<file path="src/hw/rtl/deq_pkg.sv">
// Shared types for the double-ended queue: command and status codes,
// the input and result beat structs, and default sizing constants.
// No dependencies.
package deq_pkg;

  localparam int unsigned DEQ_DEPTH   = 8;
  localparam int unsigned DATA_W      = 32;
  localparam int unsigned OCC_W       = 4;

  // Command codes
  typedef enum logic [1:0] {
    CMD_PUSH_FRONT = 2'd0,
    CMD_PUSH_REAR  = 2'd1,
    CMD_POP_FRONT  = 2'd2,
    CMD_POP_REAR   = 2'd3
  } deq_cmd_t;

  // Status codes
  typedef enum logic [1:0] {
    ST_OK    = 2'd0,
    ST_FULL  = 2'd1,
    ST_EMPTY = 2'd2
  } deq_status_t;

  // Input beat
  typedef struct packed {
    deq_cmd_t           cmd;
    logic signed [31:0] value;
  } deq_in_t;

  // Result beat
  typedef struct packed {
    deq_status_t        status;
    logic signed [31:0] removed_value;
    logic [3:0]         occupancy;
  } deq_out_t;

  // Per-command result from the control unit, before the slot read returns
  typedef struct packed {
    deq_status_t status;
    logic        take;       // removal: result word comes from slot read
    logic [3:0]  occupancy;
  } deq_res_t;

endpackage

</file>
<file path="src/hw/rtl/deq_ram.sv">
// Generic single-port RAM with registered read data.
// No dependencies.
module deq_ram #(
  parameter int unsigned WIDTH = 32,
  parameter int unsigned DEPTH = 8
) (
  input  logic                     clk,
  input  logic                     en,
  input  logic                     we,
  input  logic [$clog2(DEPTH)-1:0] addr,
  input  logic [WIDTH-1:0]         wdata,
  output logic [WIDTH-1:0]         rdata
);

  logic [WIDTH-1:0] mem [DEPTH];
  logic [WIDTH-1:0] rdata_r;

  // Write, or read into the output register; rdata holds between reads
  always_ff @(posedge clk) begin
    if (en) begin
      if (we) begin
        mem[addr] <= wdata;
      end else begin
        rdata_r <= mem[addr];
      end
    end
  end

  assign rdata = rdata_r;

endmodule

</file>
<file path="src/hw/rtl/deq_ctrl.sv">
// Index control for the double-ended queue: head/tail/empty state,
// per-command decision, slot access request and result fields.
// Depends on deq_pkg.
module deq_ctrl import deq_pkg::*; #(
  parameter int unsigned DEPTH = DEQ_DEPTH
) (
  input  logic                     clk,
  input  logic                     rst_n,
  input  logic                     acc,
  input  deq_in_t                  item,
  output logic                     mem_en,
  output logic                     mem_we,
  output logic [$clog2(DEPTH)-1:0] mem_addr,
  output deq_res_t                 res
);

  localparam int unsigned AW   = $clog2(DEPTH);
  localparam int unsigned CW   = (AW + 1 > OCC_W) ? AW + 1 : OCC_W;
  localparam logic [AW-1:0] LAST = AW'(DEPTH - 1);

  logic [AW-1:0] head_r, head_nxt;
  logic [AW-1:0] tail_r, tail_nxt;
  logic          empty_r, empty_nxt;
  logic          req_en;
  logic          req_we;
  logic [CW-1:0] span;

  // Command decode against current indices
  always_comb begin
    head_nxt   = head_r;
    tail_nxt   = tail_r;
    empty_nxt  = empty_r;
    req_en     = 1'b0;
    req_we     = 1'b0;
    mem_addr   = head_r;
    res.status = ST_OK;
    res.take   = 1'b0;
    case (item.cmd)
      CMD_PUSH_FRONT, CMD_PUSH_REAR: begin
        if (empty_r) begin
          // first element always lands in slot 0
          head_nxt  = '0;
          tail_nxt  = '0;
          empty_nxt = 1'b0;
          req_en    = 1'b1;
          req_we    = 1'b1;
          mem_addr  = '0;
        end else if (item.cmd == CMD_PUSH_FRONT) begin
          if (head_r == '0) begin
            res.status = ST_FULL;
          end else begin
            head_nxt = head_r - AW'(1);
            req_en   = 1'b1;
            req_we   = 1'b1;
            mem_addr = head_nxt;
          end
        end else begin
          if (tail_r == LAST) begin
            res.status = ST_FULL;
          end else begin
            tail_nxt = tail_r + AW'(1);
            req_en   = 1'b1;
            req_we   = 1'b1;
            mem_addr = tail_nxt;
          end
        end
      end
      CMD_POP_FRONT, CMD_POP_REAR: begin
        if (empty_r) begin
          res.status = ST_EMPTY;
        end else begin
          req_en   = 1'b1;
          res.take = 1'b1;
          mem_addr = (item.cmd == CMD_POP_FRONT) ? head_r : tail_r;
          if (head_r == tail_r) begin
            // last element gone: back to initial position
            head_nxt  = '0;
            tail_nxt  = '0;
            empty_nxt = 1'b1;
          end else if (item.cmd == CMD_POP_FRONT) begin
            head_nxt = head_r + AW'(1);
          end else begin
            tail_nxt = tail_r - AW'(1);
          end
        end
      end
      default: begin
        res.status = ST_OK;
      end
    endcase

    // Occupancy after the command, reported modulo 16
    span          = CW'(tail_nxt) - CW'(head_nxt) + CW'(1);
    res.occupancy = empty_nxt ? '0 : span[OCC_W-1:0];
  end

  assign mem_en = acc & req_en;
  assign mem_we = req_we;

  // Index state
  always_ff @(posedge clk) begin
    if (!rst_n) begin
      head_r  <= '0;
      tail_r  <= '0;
      empty_r <= 1'b1;
    end else if (acc) begin
      head_r  <= head_nxt;
      tail_r  <= tail_nxt;
      empty_r <= empty_nxt;
    end
  end

endmodule

</file>
<file path="src/hw/rtl/double_ended_queue.sv">
// Double-ended queue on a linear, non-wrapping slot array: top level.
// Depends on deq_pkg, deq_ctrl and deq_ram.
//
// Each input beat is one command (push front, push rear, pop front, pop rear)
// and yields exactly one result beat with status, removed word and occupancy.
// A command is accepted every cycle whenever the result register is free or
// being drained; its result appears in the cycle after acceptance, with the
// removed word read through the registered slot RAM port. Indices never
// wrap: push front fails at slot 0 and push rear fails at slot DEPTH-1 even
// if the other side has room. Emptying the queue returns both indices to
// slot 0. Slots are not cleared at reset; only written slots are ever read.
module double_ended_queue import deq_pkg::*; #(
  parameter int unsigned DEPTH = DEQ_DEPTH
) (
  input  logic     clk,
  input  logic     rst_n,
  input  logic     in_valid,
  output logic     in_stall,
  input  deq_in_t  in_data,
  output logic     out_valid,
  input  logic     out_stall,
  output deq_out_t out_data
);

  localparam int unsigned AW = $clog2(DEPTH);

  logic              acc;
  logic              mem_en;
  logic              mem_we;
  logic [AW-1:0]     mem_addr;
  logic [DATA_W-1:0] mem_rdata;
  deq_res_t          res;
  deq_res_t          res_r;
  logic              out_valid_r, out_valid_nxt;

  // Beat accepted when the result register is empty or draining
  assign in_stall = out_valid_r & out_stall;
  assign acc      = in_valid & ~in_stall;

  deq_ctrl #(
    .DEPTH (DEPTH)
  ) u_ctrl (
    .clk      (clk),
    .rst_n    (rst_n),
    .acc      (acc),
    .item     (in_data),
    .mem_en   (mem_en),
    .mem_we   (mem_we),
    .mem_addr (mem_addr),
    .res      (res)
  );

  deq_ram #(
    .WIDTH (DATA_W),
    .DEPTH (DEPTH)
  ) u_slots (
    .clk   (clk),
    .en    (mem_en),
    .we    (mem_we),
    .addr  (mem_addr),
    .wdata (in_data.value),
    .rdata (mem_rdata)
  );

  // Result register; read data holds while stalled since no new read issues
  always_comb begin
    out_valid_nxt = out_valid_r;
    if (acc) begin
      out_valid_nxt = 1'b1;
    end else if (!out_stall) begin
      out_valid_nxt = 1'b0;
    end
  end

  always_ff @(posedge clk) begin
    if (!rst_n) begin
      out_valid_r <= 1'b0;
    end else begin
      out_valid_r <= out_valid_nxt;
    end
  end

  always_ff @(posedge clk) begin
    if (acc) begin
      res_r <= res;
    end
  end

  assign out_valid              = out_valid_r;
  assign out_data.status        = res_r.status;
  assign out_data.removed_value = res_r.take ? mem_rdata : '0;
  assign out_data.occupancy     = res_r.occupancy;

endmodule
</file>
<file path="config.mk">
export PLATFORM = sky130hd
export DESIGN_NAME = double_ended_queue
export DESIGN_NICKNAME = d
export VERILOG_FILES = /design/src/hw/rtl/deq_pkg.sv /design/src/hw/rtl/deq_ram.sv /design/src/hw/rtl/deq_ctrl.sv /design/src/hw/rtl/double_ended_queue.sv
export SDC_FILE = /design/constraint.sdc
export NUM_CORES = 1
export LEC_CHECK = 0
export BUFFER_PORTS_ARGS = -buffer_cell sky130_fd_sc_hd__buf_2
export CAP_MARGIN = 20
export CORE_MARGIN = 4
export CORE_UTILIZATION = 65
export DETAILED_ROUTE_END_ITERATION = 12
export PLACE_DENSITY_LB_ADDON = 0.1
export SLEW_MARGIN = 10
export SYNTH_ARGS = -nofsm -noshare
export SYNTH_HDL_FRONTEND = slang
export SYNTH_HIERARCHICAL = 1
export SYNTH_SLANG_ARGS = --single-unit
</file>
<file path="constraint.sdc">
create_clock -name clk -period 7.9 [get_ports clk]
set_input_delay 0.79 -clock clk [delete_from_list [all_inputs] [get_ports clk]]
set_output_delay 0.79 -clock clk [all_outputs]
set_load 0.005 [all_outputs]
</file>
---- Word-level counts from Yosys, hierarchy flattened ----
Memories as Yosys holds them, arrays and structs flattened. A register that Yosys moved wholly into a read port is not among the register bits.
Index checks and enable logic that the tools add are counted.
word-level totals
  register bits after elaboration ......... 15
  RAM bits ................................ 256
  input port bits ......................... 38
  output and inout bits ................... 40
  memories ................................ 1
cells by class
  add/subtract/negate cells ............... 6
  equal/unequal tests ..................... 6
  multiplexer cells ....................... 42
  bitwise operators ....................... 5
  reductions and logical operators ........ 5
memories
  memory       depth  width  read ports  clocked after Yosys merged registers in  write ports  line           text
  u_slots.mem  8      32     1           1                                        1            deq_ram.sv:15  logic [WIDTH-1:0] mem [DEPTH];
operators with widths
  cell                   count
  $mux W3                17
  $mux W32               1
  $pmux W3 S2            3
  $mux W1                15
  $add A3 B1 Y3 const B  2
  $mux W2                3
  $sub A3 B1 Y3 const B  2
  $add A4 B1 Y4 const B  1
  $eq A2 B2 Y1 const B   2
  $pmux W1 S2            2
  $pmux W2 S2            1
  $reduce_or A2 Y1       2
  $sub A3 B3 Y4          1
  $and A1 B1 Y1          3
  $eq A3 B3 Y1           1
  $eq A3 B3 Y1 const B   1
  $logic_not A3 Y1       1
  $eq A2 B1 Y1 const B   1
  $logic_not A2 Y1       1
  $ne A2 B1 Y1 const B   1
  $not A1 Y1             2
  $reduce_and A2 Y1      1

---- Depth between registers and ports, before layout ----
Gate-level depths: netlist of run 1.
  word-level depth ........................ 8
  mapped depth ............................ 14
  mapped depth without buffers ............ 13

---- Hierarchy ----
Netlist of run 1, hierarchy kept.
modules (own cells, without submodules)
  module              times used  cells each  area each (sq um)  sequential area each (sq um)
  deq_ram             1           425         10869.2            8648.3
  deq_ctrl            1           158         1161.1             140.1
  double_ended_queue  1           52          550.5              230.2

---- Worst setup path after synthesis of run 1 ----
No wires, ideal clock.
  path kind ............................... input-to-reg
  start ................................... in in_data[32] in the netlist's numbering
  end ..................................... mem u_slots.mem[0][0] (enable)
  setup time .............................. 0.461 ns
  arrival time ............................ 4.398 ns
  data required time ...................... 7.439 ns
  slack ................................... 3.040 ns
  cell stages on the path ................. 9
  cells stage by stage .................... buf_4 a21bo_2 o2bb2ai_1 a2111oi_0 a311o_1 buf_2 buf_2 buf_2 nor3_1
on the way
  elaborated cells on any way between the ends .. 19
RTL lines
  element                                                  line                                            text
  start, declared                                          double_ended_queue.sv:19                        input deq_in_t in_data,
  $eq A2 B2 Y1 / $logic_not A2 Y1 (equally long branches)  deq_ctrl.sv:38, deq_ctrl.sv:74, deq_ctrl.sv:48
  $mux W3, on equally long branches                        deq_ctrl.sv:74, deq_ctrl.sv:48
  $mux W3, on equally long branches                        deq_ctrl.sv:69, deq_ctrl.sv:40
  $pmux W3 S2 *                                            deq_ctrl.sv:38                                  case (item.cmd)
  net mem_addr[1]                                          double_ended_queue.sv:30                        logic [AW-1:0] mem_addr;
  end, declared                                            deq_ram.sv:15
The timed path passes the listed nets; every way through them passes the cells marked *.

---- Worst setup path in the final report of run 1 ----
  start ................................... reg u_ctrl.head_r[0]
  end ..................................... mem u_slots.mem[0][25] (enable)
on the way
  elaborated cells on any way between the ends .. 18
RTL lines
  element                                                   line                            text
  start, declared                                           deq_ctrl.sv:21                  logic [AW-1:0] head_r, head_nxt;
  start signal, assigned                                    deq_ctrl.sv:107                 head_r <= head_nxt;
  $sub A3 B1 Y3 / $logic_not A3 Y1 (equally long branches)  deq_ctrl.sv:52, deq_ctrl.sv:49
  $mux W3 *                                                 deq_ctrl.sv:49                  if (head_r == '0) begin
  $mux W3 *                                                 deq_ctrl.sv:48                  end else if (item.cmd == CMD_PUSH_FRONT) begin
  $mux W3 *                                                 deq_ctrl.sv:40                  if (empty_r) begin
  $pmux W3 S2 *                                             deq_ctrl.sv:38
  net mem_addr[2]                                           double_ended_queue.sv:30
Marks and branches as above.

==> key figures, run 1 <==
Global route
  • Largest net degree at the start of global routing: 57
  • Met3 GRT Util: 3.49%
  • Met2 Usage GRT: 39.0%
  • Vias in the first global route: 6,379
  • Global Route Usage Sum: 22.7%
  • First-pass GRT wire length: 37.6 mm
  • Initial antenna violation count: 1
  • Busiest grt layer: met2
  • Met1 Use GR: 32.0%
  • Total global routing overflow: 0

Routing
  • DR DRC count: 0
  • Avg Vias per Cell: 6.09
  • Starting DRT DRC Count: 459
  • Pre-antenna DRT Iters: 4
  • Routed length per instance: 24.0 µm
  • Final wirelength: 24.1 mm
  • Via Count: 6,115
  • DRT antenna net count: 0

Timing
  • Setup TNS: 0 ps
  • Fin crit share: 54.4%
  • Final min period: 4300 ps
  • Slew HR: 39.4%
  • Hold Fails Final Rpt: 0
  • Hold_ws: 481 ps
  • Final setup vio count: 0
  • Final slew viol count: 0
  • Clock Skew: 11.7 ps
  • RSZ-0062 raised after global routing: no
  • Worst-margin pin slew: 907 ps
  • Fmax: 233 MHz

Floorplan
  • Die ar.: 21,600 µm²
  • Site Rows: 50
  • # IOs: 78
  • Core area: 18,900 µm²
  • Initial Util: 66.6%
  • Die Wd: 147 µm
  • Die Y: 147 µm

Critical path
  • Worst R2R Start: u_ctrl/head_r[0]$_SDFFE_PN0P_
  • CP Capture Type: flip-flop
  • Cell Chain, Critical Path: inv_1 > ha_1 > nor3b_1 > o31ai_1 > o21ai_4 > buf_4 > nand3b_1 > nor3_2 > buf_4 > buf_4
  • RR Endpoint: u_slots/mem[0][25]$_DFFE_PP_
  • Worst path slowest cell: o31ai_1
  • Startpoint Class: flip-flop
  • Worst reg2reg path depth: 10
  • Buf/Inv on CP: 4
  • Crit path max fanout: 29
  • CP arrival: 4490 ps
  • Worst path most repeated cell: buf_4
  • Flop-to-flop setup slack: 3600 ps
  • CP max stage delay: 620 ps
  • Worst Setup Path Type: flip-flop to flip-flop
  • CP delay by family, top: buffers and inverters
  • CP required: 8090 ps

CTS
  • CTS Hold Bufs: 0
  • TritonCTS clock tree: yes
  • TritonCTS buffer count: 29
  • CTS clk-pin slew, worst paths: 60 ps
  • CTS max path bufs: 3
  • Post-cts repair resize count: 0
  • H-tree depth: 1
  • CTS sink cnt: 303
  • Clock Tree Root: clkbuf_16
  • Skew-Pair Late Insertion Delay: 540 ps
  • Setup repair bufs after CTS: 0

Synth
  • Seq/Total Area, Yosys: 71.7%
  • Post-synth EDFFs: 295
  • YS warnings: 6
  • Yosys top cell area share: 70.4%
  • Synthesized net count: 685
  • Distinct cells, synth: 60
  • Top post-synthesis cells by area: edfxtp_1, mux4_1, mux2_2
  • Post-Syn Area: 12,600 µm²
  • Synthesized flop and latch total: 303
  • Largest area contributor in the netlist: edfxtp_1
  • Mapped Cells: 635
  • Synth Flop Type: edfxtp_1
  • Ys async rst share: 0%
  • Avg Cell Area, Syn: 19.8 µm²

Final layout
  • Layout cells sized above 1: 30.3%
  • Area growth syn-to-layout: 13.5%
  • Most frequent cells in the layout: edfxtp_1, buf_2, mux4_1
  • NumNets Final: 771
  • Commonest non-fill, non-tap cell in the layout: edfxtp_1
  • Final instance area: 14,300 µm²

Pwr
  • Flop pwr share: 54.8%
  • Clk pwr share: 39.0%
  • Combinational Power Share: 6.2%
  • Worst VDD drop: 0.247 mV
  • P_sw: 671 µW
  • Switch share: 20.4%
  • Power Density: 231 nW/µm²
  • Cell leakage power: 0.00481 µW
  • P_int: 2630 µW

Placed design
  • Port bufs: 77
  • Routability cong.: 0.867
  • Final HPWL DP: 13.6 mm
  • Post-Place Cell Area: 13,300 µm²

Hold path
  • Hold depth: 2
  • Hold path start: in_valid
  • Hold endpoint: out_valid$_SDFFE_PN0P_
  • Worst Hold Class: primary input to flip-flop

Outcome
  • Outcome: completed

Run
  • Max-Cap Viols: 0
Yosys cell counts (9+ instances only):
library cell / number
buf_4: 9
mux4_1: 54
nor2_1: 18
nand3_1: 10
nand2_1: 20
edfxtp_1: 295
o21ai_0: 10
ha_1: 11
mux2_2: 31
inv_1: 13
clkbuf_1: 12
and2_2: 32
layer usage:
layer	share of wire, %	vias to the layer above	wire length, µm
met3	5.4	27	1290
met2	52	181	12500
met4	1.3	2	308
li1	-	2775	-
met1	42	3130	10000
met5	0.054	-	13
worst max-delay path by stage:
| stage | start | to | depth (start not counted) |
|---|---|---|---|
| 2_1_floorplan | in_data[32] | u_slots/mem[0][0]$_DFFE_PP_ | 9 |
| 3_3_place_gp | in_data[33] | u_slots/mem[4][22]$_DFFE_PP_ | 8 |
| 3_5_place_dp | in_data[33] | u_slots/mem[4][16]$_DFFE_PP_ | 8 |
| 4_1_cts | u_ctrl/head_r[0]$_SDFFE_PN0P_ | u_slots/mem[4][18]$_DFFE_PP_ | 9 |
| 5_1_grt | u_ctrl/head_r[0]$_SDFFE_PN0P_ | u_slots/mem[0][20]$_DFFE_PP_ | 10 |
| 6_report | u_ctrl/head_r[0]$_SDFFE_PN0P_ | u_slots/mem[0][25]$_DFFE_PP_ | 10 |
stage by stage:
step	std cells	util (%)	total power, µW	setup slack (ps)
final	1004	75.6	3300	3600
after global routing	1003	75.5	3430	3420
after CTS	997	75.1	3320	3060
after detailed placement	944	70.4	2040	2810
after global placement	939	69.8	2030	2980
after floorplan	635	-	1970	3040
kinds of logic (layout without fill, tap and decap cells):
kind of cell	Yosys count	in the layout	synth area share [%]
adder cells (fa/ha/maj)	12	12	1.25
XOR/XNOR	5	5	0.408
flip-flops	303	303	71.7
multiplexers	97	97	15.8
other	0	1	0
AND/OR/NAND/NOR	112	112	5.28
AO/OA/AOI/OAI	54	54	3.22
buffers and inverters	52	160	2.35
layout make-up:
type / instances / area [µm²]
fill: 1094 / 4620
sequential: 303 / 9020
clock inverter: 14 / 119
antenna: 1 / 2.50
multi-input combinational: 280 / 3360
inverter: 13 / 48.8
clock buffer: 39 / 763
tap: 260 / 325
timing repair buffer: 94 / 643
sequential cells by signal, summed over array words and instances (netlist names):
register	count
u_slots/mem	256
u_slots/rdata	32
out_data	6
u_ctrl/head_r	3
u_ctrl/tail_r	3
out_valid	1
res_r	1
u_ctrl/empty_r	1
power groups by stage:
stage / Sequential (µW) / Combinational (µW) / Clock, µW
finish: 1810 / 206 / 1290
global route: 1810 / 225 / 1400
CTS: 1810 / 201 / 1310
detailed placement: 1840 / 200 / 0
global placement: 1840 / 193 / 0
floorplan: 1830 / 138 / 0
Power figures use the tool's default switching activity.
==> inputs of run 2 (changes only) <==
Settings changed: ABC_AREA set to 1, CORE_UTILIZATION 65 to 61.
Clock period 7.9 ns to 4.1 ns, I/O delays scaled along.
==> key figures, run 2 <==
Routing
  • Avg Vias per Cell: 5.25
  • Starting DRT DRC Count: 496
  • DR DRC count: 0
  • Pre-antenna DRT Iters: 5
  • Via Count: 8,677
  • Final wirelength: 27.6 mm
  • Routed length per instance: 16.7 µm
  • DRT antenna net count: 0

Final layout
  • # diodes: 0
  • Core Util, Final: 70.3%
  • Commonest non-fill, non-tap cell in the layout: nand2_1
  • Layout cells sized above 1: 13.3%
  • Final instance area: 14,900 µm²
  • Most frequent cells in the layout: nand2_1, edfxtp_1, buf_2
  • Largest register by flop count: u_slots/mem
  • Max reg flops: 256
  • Final Instance Count excl. Fillers: 1,654
  • NumNets Final: 1,405
  • Area growth syn-to-layout: 12.8%

Floorplan
  • Site Rows: 53
  • Die ar.: 24,000 µm²
  • Core area: 21,200 µm²
  • Die Y: 155 µm
  • Die Wd: 155 µm
  • Initial Util: 62.4%
  • # IOs: 78

Global route
  • Initial antenna violation count: 0
  • Largest net degree at the start of global routing: 94
  • First-pass GRT wire length: 44.3 mm
  • Total global routing overflow: 0
  • Global Route Usage Sum: 23.3%
  • Vias in the first global route: 8,287

Critical path
  • Crit path max fanout: 85
  • CP required: 4370 ps
  • CP Capture Type: flip-flop
  • Startpoint Class: flip-flop
  • Worst reg2reg path depth: 11
  • Worst Setup Path Type: flip-flop to flip-flop
  • CP arrival: 3770 ps
  • RR Endpoint: u_slots/mem[2][8]$_DFFE_PP_
  • Worst R2R Start: u_ctrl/head_r[0]$_SDFFE_PN0P_
  • Flop-to-flop setup slack: 590 ps

Outcome
  • Outcome: completed

Hold path
  • Hold depth: 3
  • Hold path start: rst_n
  • Hold endpoint: out_valid$_SDFFE_PN0P_
  • Worst Hold Class: primary input to flip-flop

CTS
  • CTS clk-pin slew, worst paths: 60 ps
  • CTS max path bufs: 3
  • CTS sink cnt: 303
  • TritonCTS clock tree: yes
  • Skew-Pair Late Insertion Delay: 560 ps
  • TritonCTS buffer count: 31
  • CTS Hold Bufs: 0
  • Clock Tree Root: clkbuf_16
  • Setup repair bufs after CTS: 0
  • H-tree depth: 1
  • Post-cts repair resize count: 0

Timing
  • Final setup vio count: 0
  • Clock Skew: 9.14 ps
  • Slew HR: 30.3%
  • Final min period: 3510 ps
  • RSZ-0062 raised after global routing: no
  • Fin crit share: 85.5%
  • Worst-margin pin slew: 1040 ps
  • Fmax: 285 MHz
  • Setup TNS: 0 ps
  • Hold Fails Final Rpt: 0
  • Final slew viol count: 0

Synth
  • Top post-synthesis cells by area: edfxtp_1, nand2_1, inv_1
  • Post-Syn Area: 13,200 µm²
  • Seq/Total Area, Yosys: 68.4%
  • Most common cell in the synthesized netlist: nand2_1
  • Synthesized net count: 1,327
  • Yosys top cell area share: 67.1%
  • Distinct cells, synth: 32
  • Largest area contributor in the netlist: edfxtp_1
  • Post-synth top cells: nand2_1, edfxtp_1, inv_1, buf_2, nand3_1
  • Mapped Cells: 1,277
  • Synthesized flop and latch total: 303
  • Avg Cell Area, Syn: 10.3 µm²
  • Synth Flop Type: edfxtp_1
  • Ys async rst share: 0%
  • Post-synth EDFFs: 295
  • YS warnings: 6

Placed design
  • Port bufs: 77
  • Routability cong.: 0.887
  • Post-Place Cell Area: 13,800 µm²
  • Final HPWL DP: 16.6 mm
  • Cells after DPL: 1,596

Pwr
  • Cell leakage power: 0.00656 µW
  • Worst VDD drop: 0.366 mV
  • Power Density: 474 nW/µm²

Run
  • Max-Cap Viols: 0
[run 2: cell types whose count changed in the layout (fill, tap and decap cells not counted), sizes merged, moves of 15 or more]
cell	previous run	this run
nand4	0	18
inv	14	74
nand2	20	725
buf	94	109
mux4	62	0
mux2	31	0
and2	39	1
[run 2: worst max path at each step]
stage / start / endpoint / slack [ps] / cells after the start
after global routing: u_ctrl/head_r[0]$_SDFFE_PN0P_ / u_slots/mem[6][12]$_DFFE_PP_ / 340 / 11
final: u_ctrl/head_r[0]$_SDFFE_PN0P_ / u_slots/mem[2][8]$_DFFE_PP_ / 590 / 11
after detailed placement: u_ctrl/head_r[1]$_SDFFE_PN0P_ / u_slots/mem[4][26]$_DFFE_PP_ / 470 / 10
after CTS: u_ctrl/head_r[1]$_SDFFE_PN0P_ / u_slots/mem[4][10]$_DFFE_PP_ / 440 / 10
after global placement: u_ctrl/head_r[1]$_SDFFE_PN0P_ / u_slots/mem[4][4]$_DFFE_PP_ / 480 / 10
after floorplan: u_ctrl/head_r[0]$_SDFFE_PN0P_ / u_slots/mem[6][0]$_DFFE_PP_ / -1210 / 11
[run 2: stage by stage]
stage	setup WS, ps	total power [µW]	hold WS [ps]
after global placement	479	4350	456
after detailed placement	469	4360	479
after floorplan	-1210	4120	465
after CTS	438	7110	59.4
after global routing	339	7380	78.8
final	593	7050	74.1
[run 2: layer usage]
metal	up-vias	global-route usage [%]	part of all wire (%)
met3	47	3.17	5.7
li1	4312	-	-
met5	-	0	0
met2	241	39.4	49
met1	4077	32.5	43
met4	0	5.59	2.1
[run 2: cells by family after synthesis]
| family | count (synthesis) | share of synthesized area, % |
|---|---|---|
| AOI/OAI and AO/OA | 29 | 1.22 |
| xor gates and xnor gates | 4 | 0.266 |
| buffers and inverters | 137 | 5.28 |
| DFF | 303 | 68.4 |
| adders and majority gates | 12 | 1.19 |
| and+or+nand+nor | 792 | 23.7 |
[run 2: critical path, cell delays in order, from the launching register on]
cell and delay [ps]:
dfxtp_1 440, inv_1 160, ha_1 240, nand2_2 90
nand2_1 60, nand3_1 110, nand2_1 90, o21ai_4 200
buf_4 760, buf_4 600, nor4_2 120, buf_4 290
[run 2: power by group]
part           internal, µW  switching, µW
logic                   227            547
clock network          1650           1120
registers              3490           24.8
total                  5370           1690
[run 2: area by class of cell]
class	count	area (µm²)
sequential	303	9020
multi-input combinational	837	3570
inverter	73	279
fill	1562	6280
timing repair buffer	109	638
clock inverter	16	170
tap	275	344
clock buffer	41	853
==> inputs of run 3 (changes only) <==
==> constraint.sdc (replaced) <==
create_clock -name clk -period 3.8 [get_ports clk]
set_input_delay 0.57 -clock clk [delete_from_list [all_inputs] [get_ports clk]]
set_output_delay 0.57 -clock clk [all_outputs]
set_load 0.005 [all_outputs]
==> key figures, run 3 (same netlist as run 2, synthesis figures left out) <==
Outcome
  • Outcome: completed

Pwr
  • Cell leakage power: 0.00653 µW
  • P_int: 5640 µW
  • Switch share: 24.6%
  • P_sw: 1840 µW
  • Worst VDD drop: 0.419 mV
  • Clk pwr share: 38.0%
  • Combinational Power Share: 11.3%
  • Flop pwr share: 50.7%
  • Power Density: 503 nW/µm²

Global route
  • Vias in the first global route: 8,470
  • Total global routing overflow: 0
  • Global Route Usage Sum: 23.8%
  • Largest net degree at the start of global routing: 70
  • First-pass GRT wire length: 45.2 mm
  • Initial antenna violation count: 0

CTS
  • Post-cts repair resize count: 0
  • TritonCTS buffer count: 31
  • TritonCTS clock tree: yes
  • CTS clk-pin slew, worst paths: 60 ps
  • CTS Hold Bufs: 0
  • Clock Tree Root: clkbuf_16
  • CTS sink cnt: 303
  • CTS max path bufs: 3
  • Skew-Pair Late Insertion Delay: 560 ps
  • Setup repair bufs after CTS: 0
  • H-tree depth: 1

Hold path
  • Worst Hold Class: primary input to flip-flop
  • Hold path start: rst_n

Timing
  • Fmax: 306 MHz
  • Hold Fails Final Rpt: 0
  • Fin crit share: 86.1%
  • Final min period: 3270 ps
  • Setup TNS: 0 ps
  • Slew HR: 44.4%
  • Clock Skew: 15.2 ps
  • Worst-margin pin slew: 827 ps
  • Worst setup margin: 530 ps
  • RSZ-0062 raised after global routing: no
  • Final setup vio count: 0
  • Final slew viol count: 0

Floorplan
  • Site Rows: 53
  • Die ar.: 24,000 µm²
  • Initial Util: 62.4%
  • Core area: 21,200 µm²
  • Die Y: 155 µm
  • Die Wd: 155 µm
  • # IOs: 78

Routing
  • Avg Vias per Cell: 5.29
  • Highest Signal Layer: met4
  • Starting DRT DRC Count: 687
  • Final wirelength: 28.1 mm
  • Pre-antenna DRT Iters: 5
  • Met1 wire length: 12.2 mm
  • Routed length per instance: 17.0 µm
  • Via Count: 8,761
  • Wire length on met3: 1.98 mm
  • DRT antenna net count: 0
  • DR DRC count: 0
  • Met2 WL: 13.5 mm

Placed design
  • DP Worst Slack: 422 ps
  • Final HPWL DP: 16.2 mm
  • Routability cong.: 0.867
  • Port bufs: 77

Final layout
  • Core Util, Final: 70.4%
  • Filler cell count: 1,538
  • Max reg flops: 256
  • Largest register by flop count: u_slots/mem
  • Commonest non-fill, non-tap cell in the layout: nand2_1
  • Area growth syn-to-layout: 12.9%
  • NumNets Final: 1,404
  • Layout cells sized above 1: 13.6%
  • Most frequent cells in the layout: nand2_1, edfxtp_1, buf_2

Critical path
  • CP Capture Type: flip-flop
  • Startpoint Class: flip-flop
  • CP required: 4030 ps
  • CP arrival: 3500 ps
  • Crit path max fanout: 35
  • Worst Setup Path Type: flip-flop to flip-flop
  • Worst R2R Start: u_ctrl/head_r[0]$_SDFFE_PN0P_
  • Crit. Startpoint: u_ctrl/head_r[0]$_SDFFE_PN0P_

Run
  • Max-Cap Viols: 0
[run 3: cell types whose count changed in the layout (fill, tap and decap cells not counted), moves of 3 or more]
cell	delta
nor4_2	-6
buf_4	-4
clkbuf_8	-4
nor4_4	+6
clkinv_2	+7
clkinvlp_4	+3
[run 3: worst max-delay path, cell delays in order (launching register included)]
cell and delay, ps:
dfxtp_1 440, inv_1 150, ha_1 230, nand2_2 90, inv_2 50, o21ai_0 220, o21ai_0 190, o21ai_4 210
buf_4 460, inv_2 270, nor4_4 280, buf_4 340
[run 3: final timing paths]
check	cells past startpoint	endpoint	slack (ps)
min reg2reg	2	out_valid$_SDFFE_PN0P_	470
min	3	out_valid$_SDFFE_PN0P_	270
max	11	u_slots/mem[5][28]$_DFFE_PP_	530
max reg2reg	11	u_slots/mem[5][28]$_DFFE_PP_	530
[run 3: through the flow]
stage          total power [µW]  hold WS (ps)  instance area (µm²)  cells
2_1_floorplan              4450           465                13200   1277
3_3_place_gp               4700           460                13900   1595
3_5_place_dp               4710           469                13900   1596
4_1_cts                    7540           242                14900   1654
5_1_grt                    7820           277                14900   1654
6_report                   7490           266                14900   1655
[run 3: power by group through the flow]
stage                     logic (µW)  registers [µW]  clock network (µW)
final                            844            3800                2840
after global routing             965            3800                3050
after CTS                        848            3800                2890
after detailed placement         841            3870                   0
after global placement           830            3870                   0
after floorplan                  592            3860                   0
[run 3: cell type report]
type                            count  area [µm²]  share of cell area (%)
Clock buffer                       35         791                    5.31
Multi-Input combinational cell    837        3630                    24.3
Sequential cell                   303        9020                    60.6
Inverter                           73         279                    1.87
Tap cell                          275         344                    2.31
Clock inverter                     23         174                    1.17
Antenna cell                        1        2.50                  0.0168
Timing Repair Buffer              108         659                    4.43
[run 3: metal layers]
layer | track usage [%] | up-vias
met5 | 0 | -
met4 | 5.00 | 0
met3 | 3.14 | 44
met2 | 39.9 | 285
met1 | 34.0 | 4123
li1 | - | 4309
